$ cat src/design/crc16_packet_deframer_assert.svh
// crc16_packet_deframer_assert.svh: assertion macros shared by the deframer rtl
// no dependencies; included by the modules that carry checks
`ifndef CRC16_PACKET_DEFRAMER_ASSERT_SVH
`define CRC16_PACKET_DEFRAMER_ASSERT_SVH

// condition must hold at every clock edge outside reset
`define CPD_ASSERT_ALWAYS(label, clk, rst_n, cond, msg) \
  label: assert property (@(posedge clk) disable iff (!rst_n) (cond)) \
    else $error(msg);

// when ante holds, cons must hold in the same cycle
`define CPD_ASSERT_IMP(label, clk, rst_n, ante, cons, msg) \
  label: assert property (@(posedge clk) disable iff (!rst_n) (ante) |-> (cons)) \
    else $error(msg);

// when ante holds, cons must hold in the next cycle
`define CPD_ASSERT_NXT(label, clk, rst_n, ante, cons, msg) \
  label: assert property (@(posedge clk) disable iff (!rst_n) (ante) |=> (cons)) \
    else $error(msg);

`endif

$ cat src/design/cpd_pkg.sv
// cpd_pkg: types, constants and the crc byte step for the packet deframer
// no dependencies
package cpd_pkg;

  typedef logic [7:0] byte_t;
  typedef logic [15:0] crc_t;

  localparam byte_t SYNC_BYTE = 8'hA5;
  localparam crc_t CRC_POLY = 16'hA001;
  localparam crc_t BYTE_MASK = 16'h00FF;
  localparam int HDR_LEN = 5;

  // bytes_seen never exceeds 65539
  localparam int SEEN_W = 17;
  typedef logic [SEEN_W-1:0] seen_t;

  // queue between front and back
  localparam int Q_DEPTH = 4;
  localparam int QA_W = $clog2(Q_DEPTH);
  localparam int QC_W = $clog2(Q_DEPTH + 1);

  // one byte headed for the crc engine, tagged with its place in the frame
  typedef struct packed {
    byte_t data;
    logic  sof;
    logic  eof;
    byte_t ftype;
  } qent_t;

  // crc-16/arc over one byte, reflected form
  function automatic crc_t crc_step(input crc_t crc, input byte_t b);
    crc_t v;
    v = (crc ^ {8'h00, b}) & BYTE_MASK;
    for (int i = 0; i < 8; i++) begin
      if (v[0]) begin
        v = (v >> 1) ^ CRC_POLY;
      end else begin
        v = v >> 1;
      end
    end
    return (crc >> 8) ^ v;
  endfunction

endpackage

$ cat src/design/cpd_in_if.sv
// cpd_in_if: received byte channel, valid/ready with one byte per request
// depends on cpd_pkg
interface cpd_in_if;
  logic valid;
  logic ready;
  cpd_pkg::byte_t rx_byte;

  modport source (output valid, output rx_byte, input ready);
  modport sink (input valid, input rx_byte, output ready);
endinterface

$ cat src/design/cpd_out_if.sv
// cpd_out_if: frame result channel, valid/ready with status and type
// depends on cpd_pkg
interface cpd_out_if;
  logic valid;
  logic ready;
  logic frame_status;
  cpd_pkg::byte_t frame_type;

  modport source (output valid, output frame_status, output frame_type, input ready);
  modport sink (input valid, input frame_status, input frame_type, output ready);
endinterface

$ cat src/design/crc16_packet_deframer.sv
// crc16_packet_deframer: crc-16/arc checked packet deframer, top level
// depends on cpd_pkg, cpd_in_if, cpd_out_if, cpd_front, cpd_queue, cpd_back
//
// usage:
//   in_ch carries one received byte per request (rx_byte). frames look like
//   0xa5, second sync byte (not checked), type, count high, count low, then
//   count bytes whose last two are the little-endian crc-16/arc of the frame.
//   bytes other than 0xa5 between frames are taken and dropped.
//   out_ch carries one request per finished frame: frame_status 0 with the
//   type byte when the crc residue is zero, else frame_status 1 and type 0.
//   payload is not forwarded.
// timing:
//   one byte per cycle sustained while the byte queue has room; the crc step is one
//   table-free byte update in the back end. a result is registered on out_ch after the
//   frame's last byte has passed the 4-entry byte queue, later if the queue is backed up.
// reset and stall:
//   rst_n (synchronous, active low) empties the queue, drops any partial
//   frame and clears the result register. a stalled out_ch holds its result;
//   the back end keeps crunching bytes until it reaches the next frame end,
//   and in_ch drops ready only once the byte queue fills.

module crc16_packet_deframer (
  input  logic       clk,
  input  logic       rst_n,
  cpd_in_if.sink     in_ch,
  cpd_out_if.source  out_ch
);
  import cpd_pkg::*;

  // front to queue
  logic   push;
  qent_t  push_ent;
  logic   q_full;

  // queue to back
  logic   q_valid;
  qent_t  head_ent;
  logic   pop;

  // frame position tracking and sync hunt
  cpd_front u_front (
    .clk      (clk),
    .rst_n    (rst_n),
    .in_ch    (in_ch),
    .q_full   (q_full),
    .push     (push),
    .push_ent (push_ent)
  );

  // decouples byte intake from the result side
  cpd_queue u_queue (
    .clk      (clk),
    .rst_n    (rst_n),
    .push     (push),
    .push_ent (push_ent),
    .full     (q_full),
    .pop      (pop),
    .q_valid  (q_valid),
    .head_ent (head_ent)
  );

  // running crc and result register
  cpd_back u_back (
    .clk      (clk),
    .rst_n    (rst_n),
    .q_valid  (q_valid),
    .head_ent (head_ent),
    .pop      (pop),
    .out_ch   (out_ch)
  );

endmodule

$ cat src/design/cpd_front.sv
// cpd_front: frame tracker, drops idle bytes and tags frame bytes for the queue
// depends on cpd_pkg, cpd_in_if and the assertion header
`include "crc16_packet_deframer_assert.svh"

module cpd_front (
  input  logic            clk,
  input  logic            rst_n,
  cpd_in_if.sink          in_ch,
  input  logic            q_full,
  output logic            push,
  output cpd_pkg::qent_t  push_ent
);
  import cpd_pkg::*;

  localparam seen_t POS_SOF    = seen_t'(0);
  localparam seen_t POS_TYPE   = seen_t'(2);
  localparam seen_t POS_CNT_HI = seen_t'(3);
  localparam seen_t POS_CNT_LO = seen_t'(4);

  seen_t          seen_r, seen_nxt;
  logic [15:0]    cnt_r, cnt_nxt;
  byte_t          type_r, type_nxt;

  logic           accept;
  logic           drop;
  logic           last;
  logic [15:0]    cnt_cur;
  byte_t          type_cur;

  assign in_ch.ready = !q_full;
  assign accept = in_ch.valid && in_ch.ready;
  assign drop = (seen_r == POS_SOF) && (in_ch.rx_byte != SYNC_BYTE);

  always_comb begin
    cnt_cur = cnt_r;
    type_cur = type_r;
    case (seen_r)
      POS_TYPE:   type_cur = in_ch.rx_byte;
      POS_CNT_HI: cnt_cur = {in_ch.rx_byte, 8'h00};
      POS_CNT_LO: cnt_cur = {cnt_r[15:8], in_ch.rx_byte};
      default:    cnt_cur = cnt_r;
    endcase
  end

  // frame ends once seen + 1 reaches count + header length
  assign last = (seen_r >= POS_CNT_LO) &&
                (seen_r >= (seen_t'(cnt_cur) + seen_t'(HDR_LEN - 1)));

  assign push = accept && !drop;
  assign push_ent = '{data: in_ch.rx_byte, sof: (seen_r == POS_SOF), eof: last,
                      ftype: type_cur};

  always_comb begin
    seen_nxt = seen_r;
    cnt_nxt = cnt_r;
    type_nxt = type_r;
    if (push) begin
      if (last) begin
        seen_nxt = '0;
        cnt_nxt = '0;
        type_nxt = '0;
      end else begin
        seen_nxt = seen_r + seen_t'(1);
        cnt_nxt = cnt_cur;
        type_nxt = type_cur;
      end
    end
  end

  always_ff @(posedge clk) begin
    if (!rst_n) begin
      seen_r <= '0;
      cnt_r <= '0;
      type_r <= '0;
    end else begin
      seen_r <= seen_nxt;
      cnt_r <= cnt_nxt;
      type_r <= type_nxt;
    end
  end

  `CPD_ASSERT_ALWAYS(a_seen_bound, clk, rst_n, seen_r <= seen_t'(65539), "frame position overrun")
  `CPD_ASSERT_NXT(a_last_resets, clk, rst_n, push && last, seen_r == POS_SOF, "no resync after frame end")

endmodule

$ cat src/design/cpd_queue.sv
// cpd_queue: short fifo of tagged frame bytes between front and back
// depends on cpd_pkg and the assertion header
`include "crc16_packet_deframer_assert.svh"

module cpd_queue (
  input  logic            clk,
  input  logic            rst_n,
  input  logic            push,
  input  cpd_pkg::qent_t  push_ent,
  output logic            full,
  input  logic            pop,
  output logic            q_valid,
  output cpd_pkg::qent_t  head_ent
);
  import cpd_pkg::*;

  qent_t              mem_r [Q_DEPTH];
  logic [QA_W-1:0]    wr_r, wr_nxt;
  logic [QA_W-1:0]    rd_r, rd_nxt;
  logic [QC_W-1:0]    cnt_r, cnt_nxt;

  assign full = (cnt_r == QC_W'(Q_DEPTH));
  assign q_valid = (cnt_r != '0);
  assign head_ent = mem_r[rd_r];

  always_comb begin
    wr_nxt = wr_r;
    rd_nxt = rd_r;
    cnt_nxt = cnt_r;
    if (push) begin
      wr_nxt = (wr_r == QA_W'(Q_DEPTH - 1)) ? '0 : wr_r + QA_W'(1);
    end
    if (pop) begin
      rd_nxt = (rd_r == QA_W'(Q_DEPTH - 1)) ? '0 : rd_r + QA_W'(1);
    end
    case ({push, pop})
      2'b10:   cnt_nxt = cnt_r + QC_W'(1);
      2'b01:   cnt_nxt = cnt_r - QC_W'(1);
      default: cnt_nxt = cnt_r;
    endcase
  end

  always_ff @(posedge clk) begin
    if (!rst_n) begin
      wr_r <= '0;
      rd_r <= '0;
      cnt_r <= '0;
    end else begin
      wr_r <= wr_nxt;
      rd_r <= rd_nxt;
      cnt_r <= cnt_nxt;
    end
  end

  always_ff @(posedge clk) begin
    if (push) begin
      mem_r[wr_r] <= push_ent;
    end
  end

  `CPD_ASSERT_IMP(a_no_push_full, clk, rst_n, push, !full, "push into full queue")
  `CPD_ASSERT_IMP(a_no_pop_empty, clk, rst_n, pop, q_valid, "pop from empty queue")

endmodule

$ cat src/design/cpd_back.sv
// cpd_back: running crc over queued frame bytes and the result register
// depends on cpd_pkg, cpd_out_if and the assertion header
`include "crc16_packet_deframer_assert.svh"

module cpd_back (
  input  logic            clk,
  input  logic            rst_n,
  input  logic            q_valid,
  input  cpd_pkg::qent_t  head_ent,
  output logic            pop,
  cpd_out_if.source       out_ch
);
  import cpd_pkg::*;

  crc_t   crc_r, crc_nxt;
  logic   out_valid_r, out_valid_nxt;
  logic   status_r;
  byte_t  type_r;
  logic   out_free;
  crc_t   crc_base;

  assign out_free = !out_valid_r || out_ch.ready;
  // only a frame's last byte needs room in the result register
  assign pop = q_valid && (!head_ent.eof || out_free);

  assign crc_base = head_ent.sof ? '0 : crc_r;
  assign crc_nxt = pop ? crc_step(crc_base, head_ent.data) : crc_r;

  always_comb begin
    out_valid_nxt = out_valid_r && !out_ch.ready;
    if (pop && head_ent.eof) begin
      out_valid_nxt = 1'b1;
    end
  end

  always_ff @(posedge clk) begin
    if (!rst_n) begin
      crc_r <= '0;
      out_valid_r <= 1'b0;
    end else begin
      crc_r <= crc_nxt;
      out_valid_r <= out_valid_nxt;
    end
  end

  always_ff @(posedge clk) begin
    if (pop && head_ent.eof) begin
      status_r <= (crc_nxt != '0);
      type_r <= (crc_nxt == '0) ? head_ent.ftype : '0;
    end
  end

  assign out_ch.valid = out_valid_r;
  assign out_ch.frame_status = status_r;
  assign out_ch.frame_type = type_r;

  `CPD_ASSERT_IMP(a_eof_room, clk, rst_n, pop && head_ent.eof, out_free, "result overwritten")
  `CPD_ASSERT_IMP(a_err_type_zero, clk, rst_n, out_valid_r && status_r, type_r == '0, "type on crc error")

endmodule

$ cat src/flat_wrapper.sv
// flat-port wrapper written by rule: the top's interface ports become plain ports
module crc16_packet_deframer_flat import cpd_pkg::*;
  (clk, rst_n, in_ch_valid, in_ch_rx_byte, in_ch_ready, out_ch_valid, out_ch_frame_status, out_ch_frame_type, out_ch_ready);
  cpd_in_if in_ch_i ();
  cpd_out_if out_ch_i ();
  input  logic clk;
  input  logic rst_n;
  input wire logic [$bits(in_ch_i.valid)-1:0] in_ch_valid;
  input wire logic [$bits(in_ch_i.rx_byte)-1:0] in_ch_rx_byte;
  output wire logic [$bits(in_ch_i.ready)-1:0] in_ch_ready;
  output wire logic [$bits(out_ch_i.valid)-1:0] out_ch_valid;
  output wire logic [$bits(out_ch_i.frame_status)-1:0] out_ch_frame_status;
  output wire logic [$bits(out_ch_i.frame_type)-1:0] out_ch_frame_type;
  input wire logic [$bits(out_ch_i.ready)-1:0] out_ch_ready;
  assign in_ch_i.valid = in_ch_valid;
  assign in_ch_i.rx_byte = in_ch_rx_byte;
  assign in_ch_ready = in_ch_i.ready;
  assign out_ch_valid = out_ch_i.valid;
  assign out_ch_frame_status = out_ch_i.frame_status;
  assign out_ch_frame_type = out_ch_i.frame_type;
  assign out_ch_i.ready = out_ch_ready;
  crc16_packet_deframer u_core (.clk(clk), .rst_n(rst_n), .in_ch(in_ch_i), .out_ch(out_ch_i));
endmodule
$ cat config.mk
export PLATFORM = sky130hd
export DESIGN_NAME = crc16_packet_deframer_flat
export DESIGN_NICKNAME = d
export VERILOG_FILES = /design/src/design/cpd_pkg.sv /design/src/design/cpd_in_if.sv /design/src/design/cpd_out_if.sv /design/src/design/crc16_packet_deframer.sv /design/src/design/cpd_front.sv /design/src/design/cpd_queue.sv /design/src/design/cpd_back.sv /design/src/flat_wrapper.sv
export VERILOG_INCLUDE_DIRS = /design/src /design/src/design
export SDC_FILE = /design/constraint.sdc
export NUM_CORES = 1
export LEC_CHECK = 0
export ABC_AREA = 1
export BUFFER_PORTS_ARGS = -buffer_cell sky130_fd_sc_hd__buf_2
export CAP_MARGIN = 15
export CORE_AREA = 10 10 160 162
export CTS_CLUSTER_DIAMETER = 150
export DETAILED_ROUTE_END_ITERATION = 10
export DIE_AREA = 0 0 170 172
export PLACE_DENSITY = 0.52
export SKIP_CTS_REPAIR_TIMING = 1
export SLEW_MARGIN = 20
export SYNTH_ARGS = -nofsm -noshare
export SYNTH_HDL_FRONTEND = slang
export SYNTH_SLANG_ARGS = --single-unit
$ cat constraint.sdc
create_clock -name clk -period 4.45 [get_ports clk]
set_input_delay 0.89 -clock clk [delete_from_list [all_inputs] [get_ports clk]]
set_output_delay 0.89 -clock clk [all_outputs]
set_load 0.02 [all_outputs]
# ---- Word-level counts from Yosys, hierarchy flattened
# Memories as Yosys holds them, arrays and structs flattened. A register that Yosys moved wholly into a read port is not among the register bits.
# Cells that the tools add are included.
dict set report word_totals {
  inputBits 12
  ff_bits 74
  wordCells 80
  n_memories 1
  out_inout_bits 11
  mem_bits_rw 72
}
# name words width rd rd_ports_with_merged_regs write_ports line_no
set mem_list {}
lappend mem_list {u_core.u_queue.mem_r 4 18 1 1 1 cpd_queue.sv:17} ;# qent_t mem_r [Q_DEPTH];
dict set report classes {
  n_bitwise 10
  n_eq_ne 9
  add_sub_neg 6
  n_reduce_logical 19
  muxes 23
  magnitude_cmp 2
}
# cell count
set ops {}
lappend ops {{$mux W16} 11}
lappend ops {{$eq A17 B2 Y1 const B} 2}
lappend ops {{$pmux W16 S2} 1}
lappend ops {{$not A2 Y3} 7}
lappend ops {{$add A16 B3 Y17 const B} 1}
lappend ops {{$add A17 B1 Y17 const B} 1}
lappend ops {{$eq A17 B3 Y1 const B} 1}
lappend ops {{$ge A17 B17 Y1} 1}
lappend ops {{$ge A17 B3 Y1 const B} 1}
lappend ops {{$logic_not A17 Y1} 1}
lappend ops {{$mux W17} 1}
lappend ops {{$logic_not A16 Y1} 1}
lappend ops {{$mux W8} 2}
lappend ops {{$reduce_bool A16 Y1} 1}
lappend ops {{$xor A8 B16 Y16} 1}
lappend ops {{$mux W2} 4}
lappend ops {{$ne A8 B8 Y1 const B} 1}
lappend ops {{$xor A8 B8 Y8} 1}
lappend ops {{$logic_and A1 B1 Y1} 7}
lappend ops {{$eq A2 B2 Y1 const B} 3}
lappend ops {{$pmux W3 S2} 1}
lappend ops {{$logic_not A1 Y1} 5}
lappend ops {{$add A2 B1 Y2 const B} 2}
lappend ops {{$add A3 B1 Y3 const B} 1}
lappend ops {{other kinds (8)} 11}

# ---- Longest topological paths before layout
# Gate-level depths: netlist of the first run.
dict set report logic_depth {
  depth_word 21
  ltp_mapped 27
  mapped_depth_nobuf 26
}

# ---- Cells and area by module
# Synthesis of the first run repeated with hierarchy kept, for this count alone.
dict set report hier_totals {
  hier_cells 957
  area_unflattened_um2 8055.2
}
# mod area_per_inst_um2 n_inst cells_per_inst seq_area_each_um2
set modules_own_cells {}
lappend modules_own_cells {cpd_front 3278.1 1 494 820.8}
lappend modules_own_cells {cpd_queue 3168.0 1 234 2342.2}
lappend modules_own_cells {cpd_back 1609.0 1 229 610.6}

# ---- Worst setup path after synthesis of the first run
# Ideal clock, no wire load.
dict set report synth_path {
  path_type {register to register}
  start {register u_core.u_front.seen_r[0]}
  end {register u_core.u_front.seen_r[9]}
  setup_ns 0.131
  n_path_buf 1
  setup_slack_ns 0.663
  period_less_slack_ns 3.787
  t_required_ns 4.319
  stages_incl_launch_ff 25
  arrival_ns 3.656
  path_cell_list {dfxtp_1 inv_1 ha_1 inv_1 nor3_1 nand4_1 o21ai_0 o21ai_0 inv_1 ha_1 inv_1 nor2_1 nand3_1 inv_1 nand3_1 xor2_1 ha_1 nand4_1 nor3_1 nand3_1 o2111ai_1 nand2_1 o21ai_0 clkbuf_1 nor3b_1}
}
dict set report synth_via {
  elab_chain_len 6
  word_cells_on_any_way 13
  classes_between {add/sub: 2; order compare: 2; eq/ne: 2; mux: 2; reduce/logical: 5}
}
# element line_no
set synth_lines {}
lappend synth_lines {{start, declared} cpd_front.sv:20} ;# seen_t seen_r, seen_nxt;
lappend synth_lines {{start signal, assigned} cpd_front.sv:76} ;# seen_r <= seen_nxt;
lappend synth_lines {{$eq A17 B3 Y1 / $eq A17 B2 Y1 (equally long branches)} cpd_front.sv:37} ;# case (seen_r)
lappend synth_lines {{$pmux W16 S2} cpd_front.sv:37}
lappend synth_lines {{$add A16 B3 Y17} cpd_front.sv:47} ;# (seen_r >= (seen_t'(cnt_cur) + seen_t'(HDR_LEN - 1)));
lappend synth_lines {{$ge A17 B17 Y1} cpd_front.sv:47}
lappend synth_lines {{$logic_and A1 B1 Y1} cpd_front.sv:46} ;# assign last = (seen_r >= POS_CNT_LO) &&
lappend synth_lines {{$mux W17} cpd_front.sv:58} ;# if (last) begin
# Parallel ways exist; a longest one is shown, timed or not.
# A chain may end at the register's enable or synchronous reset.

==> results of run 1 <==
[cell usage in the layout, fill, tap and decap left out, types with 6 or more instances in the layout]
master / instances
sky130_fd_sc_hd__nand2_2: 7
sky130_fd_sc_hd__nor3_1: 13
sky130_fd_sc_hd__nand2_1: 289
sky130_fd_sc_hd__nand4_1: 11
sky130_fd_sc_hd__nor4_1: 11
sky130_fd_sc_hd__a32o_1: 8
sky130_fd_sc_hd__nand3_1: 84
sky130_fd_sc_hd__inv_1: 66
sky130_fd_sc_hd__buf_4: 21
sky130_fd_sc_hd__edfxtp_1: 81
sky130_fd_sc_hd__ha_1: 27
sky130_fd_sc_hd__nor2_1: 59
sky130_fd_sc_hd__a21oi_1: 58
sky130_fd_sc_hd__xor2_1: 17
sky130_fd_sc_hd__o21ai_0: 37
sky130_fd_sc_hd__inv_8: 6
sky130_fd_sc_hd__dfxtp_1: 66
sky130_fd_sc_hd__buf_2: 22
sky130_fd_sc_hd__nand3_2: 6
sky130_fd_sc_hd__nor2_2: 10
sky130_fd_sc_hd__clkbuf_16: 17
[power groups by stage]
stage          sequential (mW)  combinational, mW  clock (mW)
2_1_floorplan             1.67               1.22           0
3_3_place_gp              1.64               1.51           0
3_5_place_dp              1.64               1.52           0
4_1_cts                   1.61               1.53        1.47
5_1_grt                   1.63               1.75        1.53
6_report                  1.61               1.51        1.44
[worst paths after layout]
check	slack, ps	depth (start not counted)	to	from
worst max-delay path	400	26	u_core.u_front.seen_r[14]	u_core.u_front.seen_r[0]
worst min-delay path	450	1	u_core.u_queue.cnt_r[0]	u_core.u_queue.cnt_r[0]
worst max register to register	400	26	u_core.u_front.seen_r[14]	u_core.u_front.seen_r[0]
worst min register to register	450	1	u_core.u_queue.cnt_r[0]	u_core.u_queue.cnt_r[0]
[registers in the layout, summed over array words and instances (netlist names), 2 cells and up, named ones only]
register	cells
u_core.u_front.seen_r	17
u_core.u_queue.cnt_r	3
u_core.u_queue.mem_r	72
u_core.u_front.type_r	8
u_core.u_back.out_ch.frame_type	8
u_core.u_queue.rd_r	2
u_core.u_queue.wr_r	2
u_core.u_back.crc_r	16
u_core.u_front.cnt_r	16
[worst max-delay path: stages (launching register included)]
cell and delay [ps]:
sky130_fd_sc_hd__dfxtp_1 340, sky130_fd_sc_hd__inv_1 140, sky130_fd_sc_hd__ha_1 160, sky130_fd_sc_hd__inv_1 70
sky130_fd_sc_hd__nor3_1 130, sky130_fd_sc_hd__nand4_1 230, sky130_fd_sc_hd__o21ai_0 190, sky130_fd_sc_hd__o21ai_0 130
sky130_fd_sc_hd__inv_1 130, sky130_fd_sc_hd__ha_1 160, sky130_fd_sc_hd__inv_1 60, sky130_fd_sc_hd__nor2_2 190
sky130_fd_sc_hd__nand3_1 100, sky130_fd_sc_hd__inv_1 110, sky130_fd_sc_hd__nand2_1 70, sky130_fd_sc_hd__xor2_1 210
sky130_fd_sc_hd__ha_1 310, sky130_fd_sc_hd__a21oi_1 130, sky130_fd_sc_hd__o21ai_0 100, sky130_fd_sc_hd__a21oi_1 180
sky130_fd_sc_hd__o2111ai_1 130, sky130_fd_sc_hd__nand2_1 120, sky130_fd_sc_hd__buf_4 200, sky130_fd_sc_hd__inv_1 110
sky130_fd_sc_hd__nor2_1 90, sky130_fd_sc_hd__nand2_1 50, sky130_fd_sc_hd__a21oi_1 120
[cells in the mapped netlist (all sizes together), types with 2 or more instances]
cell type	count
nand2	299
nand3	90
edfxtp	81
inv	72
nor2	71
dfxtp	67
a21oi	58
o21ai	46
ha	27
buf	20
clkbuf	18
xor2	18
nor3	14
nor4	12
nand4	11
a32o	8
xnor2	5
nor3b	4
a211oi	2
or2	2
[through the flow]
| stage | hold slack [ps] | setup TNS (ps) | area, sq um | total power [mW] | setup slack [ps] |
|---|---|---|---|---|---|
| after floorplan | 422 | 0 | 7740 | 2.89 | 663 |
| after global placement | 436 | 0 | 8110 | 3.15 | 363 |
| after detailed placement | 440 | 0 | 8110 | 3.16 | 267 |
| after CTS | 450 | 0 | 8710 | 4.61 | 288 |
| after global routing | 491 | -6.08 | 8740 | 4.91 | -6.08 |
| final | 447 | 0 | 8740 | 4.55 | 405 |
[cell type report]
| class | count | area (sq um) | area share, % |
|---|---|---|---|
| multi-input cells | 672 | 3460 | 39.6 |
| clock buffers | 17 | 425 | 4.87 |
| diodes | 1 | 2.50 | 0.0286 |
| flip-flops and latches | 148 | 3770 | 43.2 |
| clock inverters | 15 | 173 | 1.98 |
| repair buffers | 43 | 268 | 3.06 |
| inverters | 72 | 278 | 3.18 |
| well taps | 285 | 357 | 4.08 |
[kinds of logic after synthesis]
| group | after synthesis | synth area share [%] |
|---|---|---|
| AOI/OAI and AO/OA | 118 | 8.70 |
| xor gates and xnor gates | 23 | 2.80 |
| adders and majority gates | 28 | 4.63 |
| buffers and inverters | 110 | 6.61 |
| DFF | 148 | 48.8 |
| and+or+nand+nor | 503 | 28.5 |
[metal layers]
| layer | up-vias | global-route usage [%] | share of wire, % |
|---|---|---|---|
| met5 | - | 0 | 0 |
| met4 | 0 | 3.89 | 1.4 |
| met3 | 18 | 2.69 | 3.5 |
| met2 | 99 | 22.0 | 47 |
| met1 | 2820 | 17.0 | 49 |
| li1 | 3177 | - | - |
==> flow_metrics.tcl, run 1 <==
set metrics [dict create \
    final-setup-viol-count 0 \
    synthesis.yosys.warnings 0 \
    synthesis.area_per_instance_sq_um 8.32 \
    cap_viol_max_count 0 \
    worstSetupPathType "flip-flop to flip-flop" \
    power_density_nw_per_um2 521 \
    synth_area_leader_cell "sky130_fd_sc_hd__edfxtp_1" \
    worst_slew_margin_rel_pct 55.2 \
    die_footprint_sq_um 29200 \
    die_y_um 172 \
    power_frac_seq_pct 35.4 \
    finalHoldViolations 0 \
    drt_drc_violations_left 0 \
    initial_utilization_pct 34.6 \
    grt.total_usage_pct 13.2 \
    first_iter_violations 378 \
    endpoint_kind "flip-flop" \
    fin_skew_ps 14.8 \
    dr.pass1.iters 5 \
    synth_cells 930 \
    fraction_of_layout_cells_with_a_size_suffix_above_1_pct 12.6 \
    critical_path.max_fanout 12 \
    combinational_cell_fraction_of_total_power_pct 33.1 \
    run_status "complete, no violations" \
    insertion_delay_ps 430 \
    worstSetupStartpointType "flip-flop" \
    clk_path_buf_depth 2 \
    hold_path_class "flip-flop to flip-flop" \
    power.net_switching_mw 1.78 \
    detail_route.wl_per_cell_um 14.7 \
    vdd.ir_drop.worst_mv 0.231 \
    tightestPinTransition_ps 664 \
    final-instance-count-excl-fill 1253 \
    rows 55 \
    p_sw_share_pct 39.2 \
    final_max_slew_viol_count 0 \
    async_reset_ff_share_pct 0 \
    path_clk_slew_ps 70 \
    max_clock_freq_mhz 247 \
    p_int_mw 2.77 \
    cts_tree "done" \
    core_region_area_sq_um 22400 \
    grt_first_pass_wirelength_um 30800 \
    antenna_found_initial 1 \
    synth-edff-count 81 \
    die_w_um 170 \
    cts_made_buffers 17 \
    synth-seq-cells 148 \
    post_synth_instance_area_sq_um 7740 \
    fill_cells 2247 \
    routed_wl_um 18400 \
    final_util_pct 39.1 \
    synth_area_leaders "sky130_fd_sc_hd__edfxtp_1, sky130_fd_sc_hd__dfxtp_1, sky130_fd_sc_hd__nand2_1" \
    port-buffer-count 22 \
    syn-num-nets 970 \
    min_period_over_period_pct 90.9 \
    grt.overflow.total 0 \
    boundaryPins 23 \
    clk_root_buffer_cell "sky130_fd_sc_hd__clkbuf_16" \
    power.leakage_nw 3.48 \
    h_tree_depth 4 \
    post-dp-hpwl_um 12700 \
    cp_data_arrival_time_ps 4400 \
    synth_top_flop_cell "sky130_fd_sc_hd__edfxtp_1" \
    clock-sinks 148 \
    cells_after_dpl 1218 \
    via_count_of_the_first_global_routing_pass 5886 \
    synth-seq-area-share_pct 48.8 \
    synth.lib_cells_used.distinct 41 \
    grt_max_degree 37 \
    via_per_inst 4.88 \
    clockPowerShare_pct 31.6 \
    synth.top_cell.area_share_pct 31.4 \
    synthToLayoutAreaGrowth_pct 13.0 \
    via_count 6114 \
    gp_congestion 0.832 \
    ant_nets 0 \
    nets_finish 994 \
    crit_required_ps 4800 \
    timing.final.crit_period_ps 4050 \
]
Note: power is estimated with default switching activity, not from simulation.
==> run 2, diff against run 1 <==
Settings changed: CORE_AREA 10 10 160 162 to 10 10 163 165, DIE_AREA 0 0 170 172 to 0 0 173 175, SYNTH_HIERARCHICAL from default to 1.
==> flow_metrics.tcl, run 2 <==
set metrics [dict create \
    synth-seq-area-share_pct 46.8 \
    cp_data_arrival_time_ps 4050 \
    accumulated_negative_setup_slack_ps 0 \
    holdCritStartpoint "u_core/u_front/cnt_r[13]" \
    grt.total_usage_pct 12.2 \
    critical_path.most_common_cell "sky130_fd_sc_hd__nand2_1" \
    min_period_over_period_pct 84.5 \
    gp_congestion 0.827 \
    yosys.cell_count.top_type "sky130_fd_sc_hd__nand2_1" \
    area_of_combinational_cells_with_multiple_inputs_sq_um 3520 \
    hold_end "u_core/u_front/cnt_r[13]" \
    max_clock_freq_mhz 266 \
    timing.reg2reg.worst_path_depth 24 \
    layout.cell_area.non_filler_sq_um 8910 \
    first_iter_violations 293 \
    cts_tree "done" \
    synthesis.area_per_instance_sq_um 8.42 \
    grt.overflow.total 0 \
    clk_path_buf_depth 2 \
    run_status "complete, no violations" \
    async_reset_ff_share_pct 0 \
    core_region_area_sq_um 23300 \
    synth_area_leader_cell "sky130_fd_sc_hd__edfxtp_1" \
    grt_max_degree 39 \
    port-buffer-count 22 \
    vdd.ir_drop.worst_mv 0.223 \
    synthToLayoutAreaGrowth_pct 10.7 \
    ant_nets 0 \
    post_synth_instance_area_sq_um 8060 \
    boundaryPins 23 \
    final-setup-viol-count 0 \
    power_density_nw_per_um2 511 \
    fill_cells 2443 \
    register_area_sq_um 3770 \
    finalHoldViolations 0 \
    reg2reg_slack_ps 690 \
    die_y_um 175 \
    cts_made_buffers 17 \
    via_count 6046 \
    final_max_slew_viol_count 0 \
    placement.cell_area_sq_um 8350 \
    synth_top_cells_by_count "sky130_fd_sc_hd__nand2_1, sky130_fd_sc_hd__inv_1, sky130_fd_sc_hd__nor2_1" \
    die_w_um 173 \
    detail_route.wl_per_cell_um 13.8 \
    via_per_inst 4.64 \
    largest_registers "u_core/u_queue/mem_r: 72 flops, u_core/u_front/seen_r: 17 flops" \
    timing.critical_path.cells "ha_1 -> inv_1 -> nor2_1 -> nand2_2 -> nor2_4 -> nand2_4 -> nand3_1 -> nand2_2 -> ha_1 -> nand2_1 -> nor2_4 -> nand3_1 -> nand2_1 -> nand2_1 -> ha_1 -> nand2_1 -> nor2_1 -> nand3_1 -> nor3_1 -> nor2_1 -> nand2_1 -> nand3_4 -> nand2_4 -> nor2_1" \
    insertedDiodeCount 0 \
    synth.top_cell.area_share_pct 30.2 \
    crit_required_ps 4740 \
    synth_area_leaders "sky130_fd_sc_hd__edfxtp_1, sky130_fd_sc_hd__dfxtp_1, sky130_fd_sc_hd__nand2_1" \
    worstSetupPathType "flip-flop to flip-flop" \
    cap_viol_max_count 0 \
    critical_path.reg2reg.endpoint "u_core/u_front/type_r[2]" \
    post-dp-hpwl_um 12500 \
    tightestPinTransition_ps 849 \
    die_footprint_sq_um 30300 \
    antenna_found_initial 0 \
    hold_ws_ps 464 \
    path_clk_slew_ps 70 \
    syn-num-nets 997 \
    critPathMaxStageDelay_ps 360 \
    most-common-layout-cells "sky130_fd_sc_hd__nand2_1, sky130_fd_sc_hd__inv_1, sky130_fd_sc_hd__nor2_1" \
    synth_top_flop_cell "sky130_fd_sc_hd__edfxtp_1" \
    synth_cells 957 \
    cpMaxStageDelayCell "sky130_fd_sc_hd__nand2_4" \
    synth.lib_cells_used.distinct 41 \
    power.leakage_nw 3.71 \
    worst-path-buf-inv 1 \
    total_power_mw 4.55 \
    largest_reg_flops 72 \
    fin_skew_ps 10.1 \
    timing.final.crit_period_ps 3760 \
    synth-edff-count 81 \
    worstSetupStartpointType "flip-flop" \
    clock-sinks 148 \
    max_flop_register "u_core/u_queue/mem_r" \
    r2r-start "u_core/u_front/seen_r[1]" \
    rows 56 \
    synthesis.yosys.warnings 6 \
    grt_setup_unrepaired "no" \
    worst_hold_path.num_cells 2 \
    dr.pass1.iters 4 \
    worst_slew_margin_rel_pct 42.9 \
    via_count_of_the_first_global_routing_pass 5759 \
    drt_drc_violations_left 0 \
    clk_root_buffer_cell "sky130_fd_sc_hd__clkbuf_16" \
    nets_finish 1010 \
    grt_first_pass_wirelength_um 29800 \
    synth-seq-cells 148 \
    final_common_cell "sky130_fd_sc_hd__nand2_1" \
    routed_wl_um 18000 \
    initial_utilization_pct 34.6 \
    worst_path_dominant_cell_family "simple AND/OR/NAND/NOR gates" \
    insertion_delay_ps 430 \
    fraction_of_layout_cells_with_a_size_suffix_above_1_pct 16.6 \
    endpoint_kind "flip-flop" \
    critical_path.max_fanout 35 \
    h_tree_depth 4 \
    hold_path_class "flip-flop to flip-flop" \
]
[run 2: area by class of cell]
cell class                 instances  area share, %
sequential                       148           42.3
multi-input combinational        648           39.5
clock inverter                    15           1.61
clock buffer                      17           4.77
tap                              319           4.48
timing repair buffer              31           1.99
inverter                         124           5.33
[run 2: worst reg2reg max path, delay by kind of cell (launching register included)]
kind | cells | cell delay, ps
and+or+nand+nor | 20 | 2450
adders and majority gates | 3 | 790
DFF | 1 | 350
buffers and inverters | 1 | 70
[run 2: cell families after synthesis]
group                      count (synthesis)  synth area share [%]
AOI/OAI and AO/OA                        139                  9.75
xor gates and xnor gates                  12                  1.49
adders and majority gates                 28                  4.44
buffers and inverters                    161                  9.46
DFF                                      148                  46.8
and+or+nand+nor                          469                  28.0
[run 2: metal layers]
layer  vias up  global-route usage, %  wire [um]
li1       3153                      -          -
met1      2805                   14.9       8330
met2        75                   20.8       8930
met3        13                   2.91        553
met4         0                   3.77        155
met5         -                      0          0
[run 2: how the worst max path moves through the flow]
stage | start | to | depth (start not counted)
floorplan | u_core/u_front/seen_r[0] | u_core/u_front/seen_r[12] | 25
global placement | in_ch_rx_byte[2] | u_core/u_front/seen_r[12] | 18
detailed placement | u_core/u_front/seen_r[1] | u_core/u_front/seen_r[4] | 23
CTS | u_core/u_front/seen_r[1] | u_core/u_front/seen_r[12] | 23
global route | u_core/u_front/seen_r[1] | u_core/u_front/seen_r[12] | 24
finish | u_core/u_front/seen_r[1] | u_core/u_front/type_r[2] | 24
[run 2: metrics by stage]
step           util, %  setup slack (ps)  cells
2_1_floorplan        -              1230    957
3_3_place_gp      35.9               760   1270
3_5_place_dp      35.9               697   1270
4_1_cts           38.3               670   1302
5_1_grt           38.3               251   1302
6_report          38.3               689   1302
[run 2: where the power goes]
part / switching (mW) / internal [mW] / leakage [nW]
clock network: 0.632 / 0.738 / 0.282
registers: 0.0658 / 1.58 / 1.28
logic: 1.05 / 0.481 / 2.14
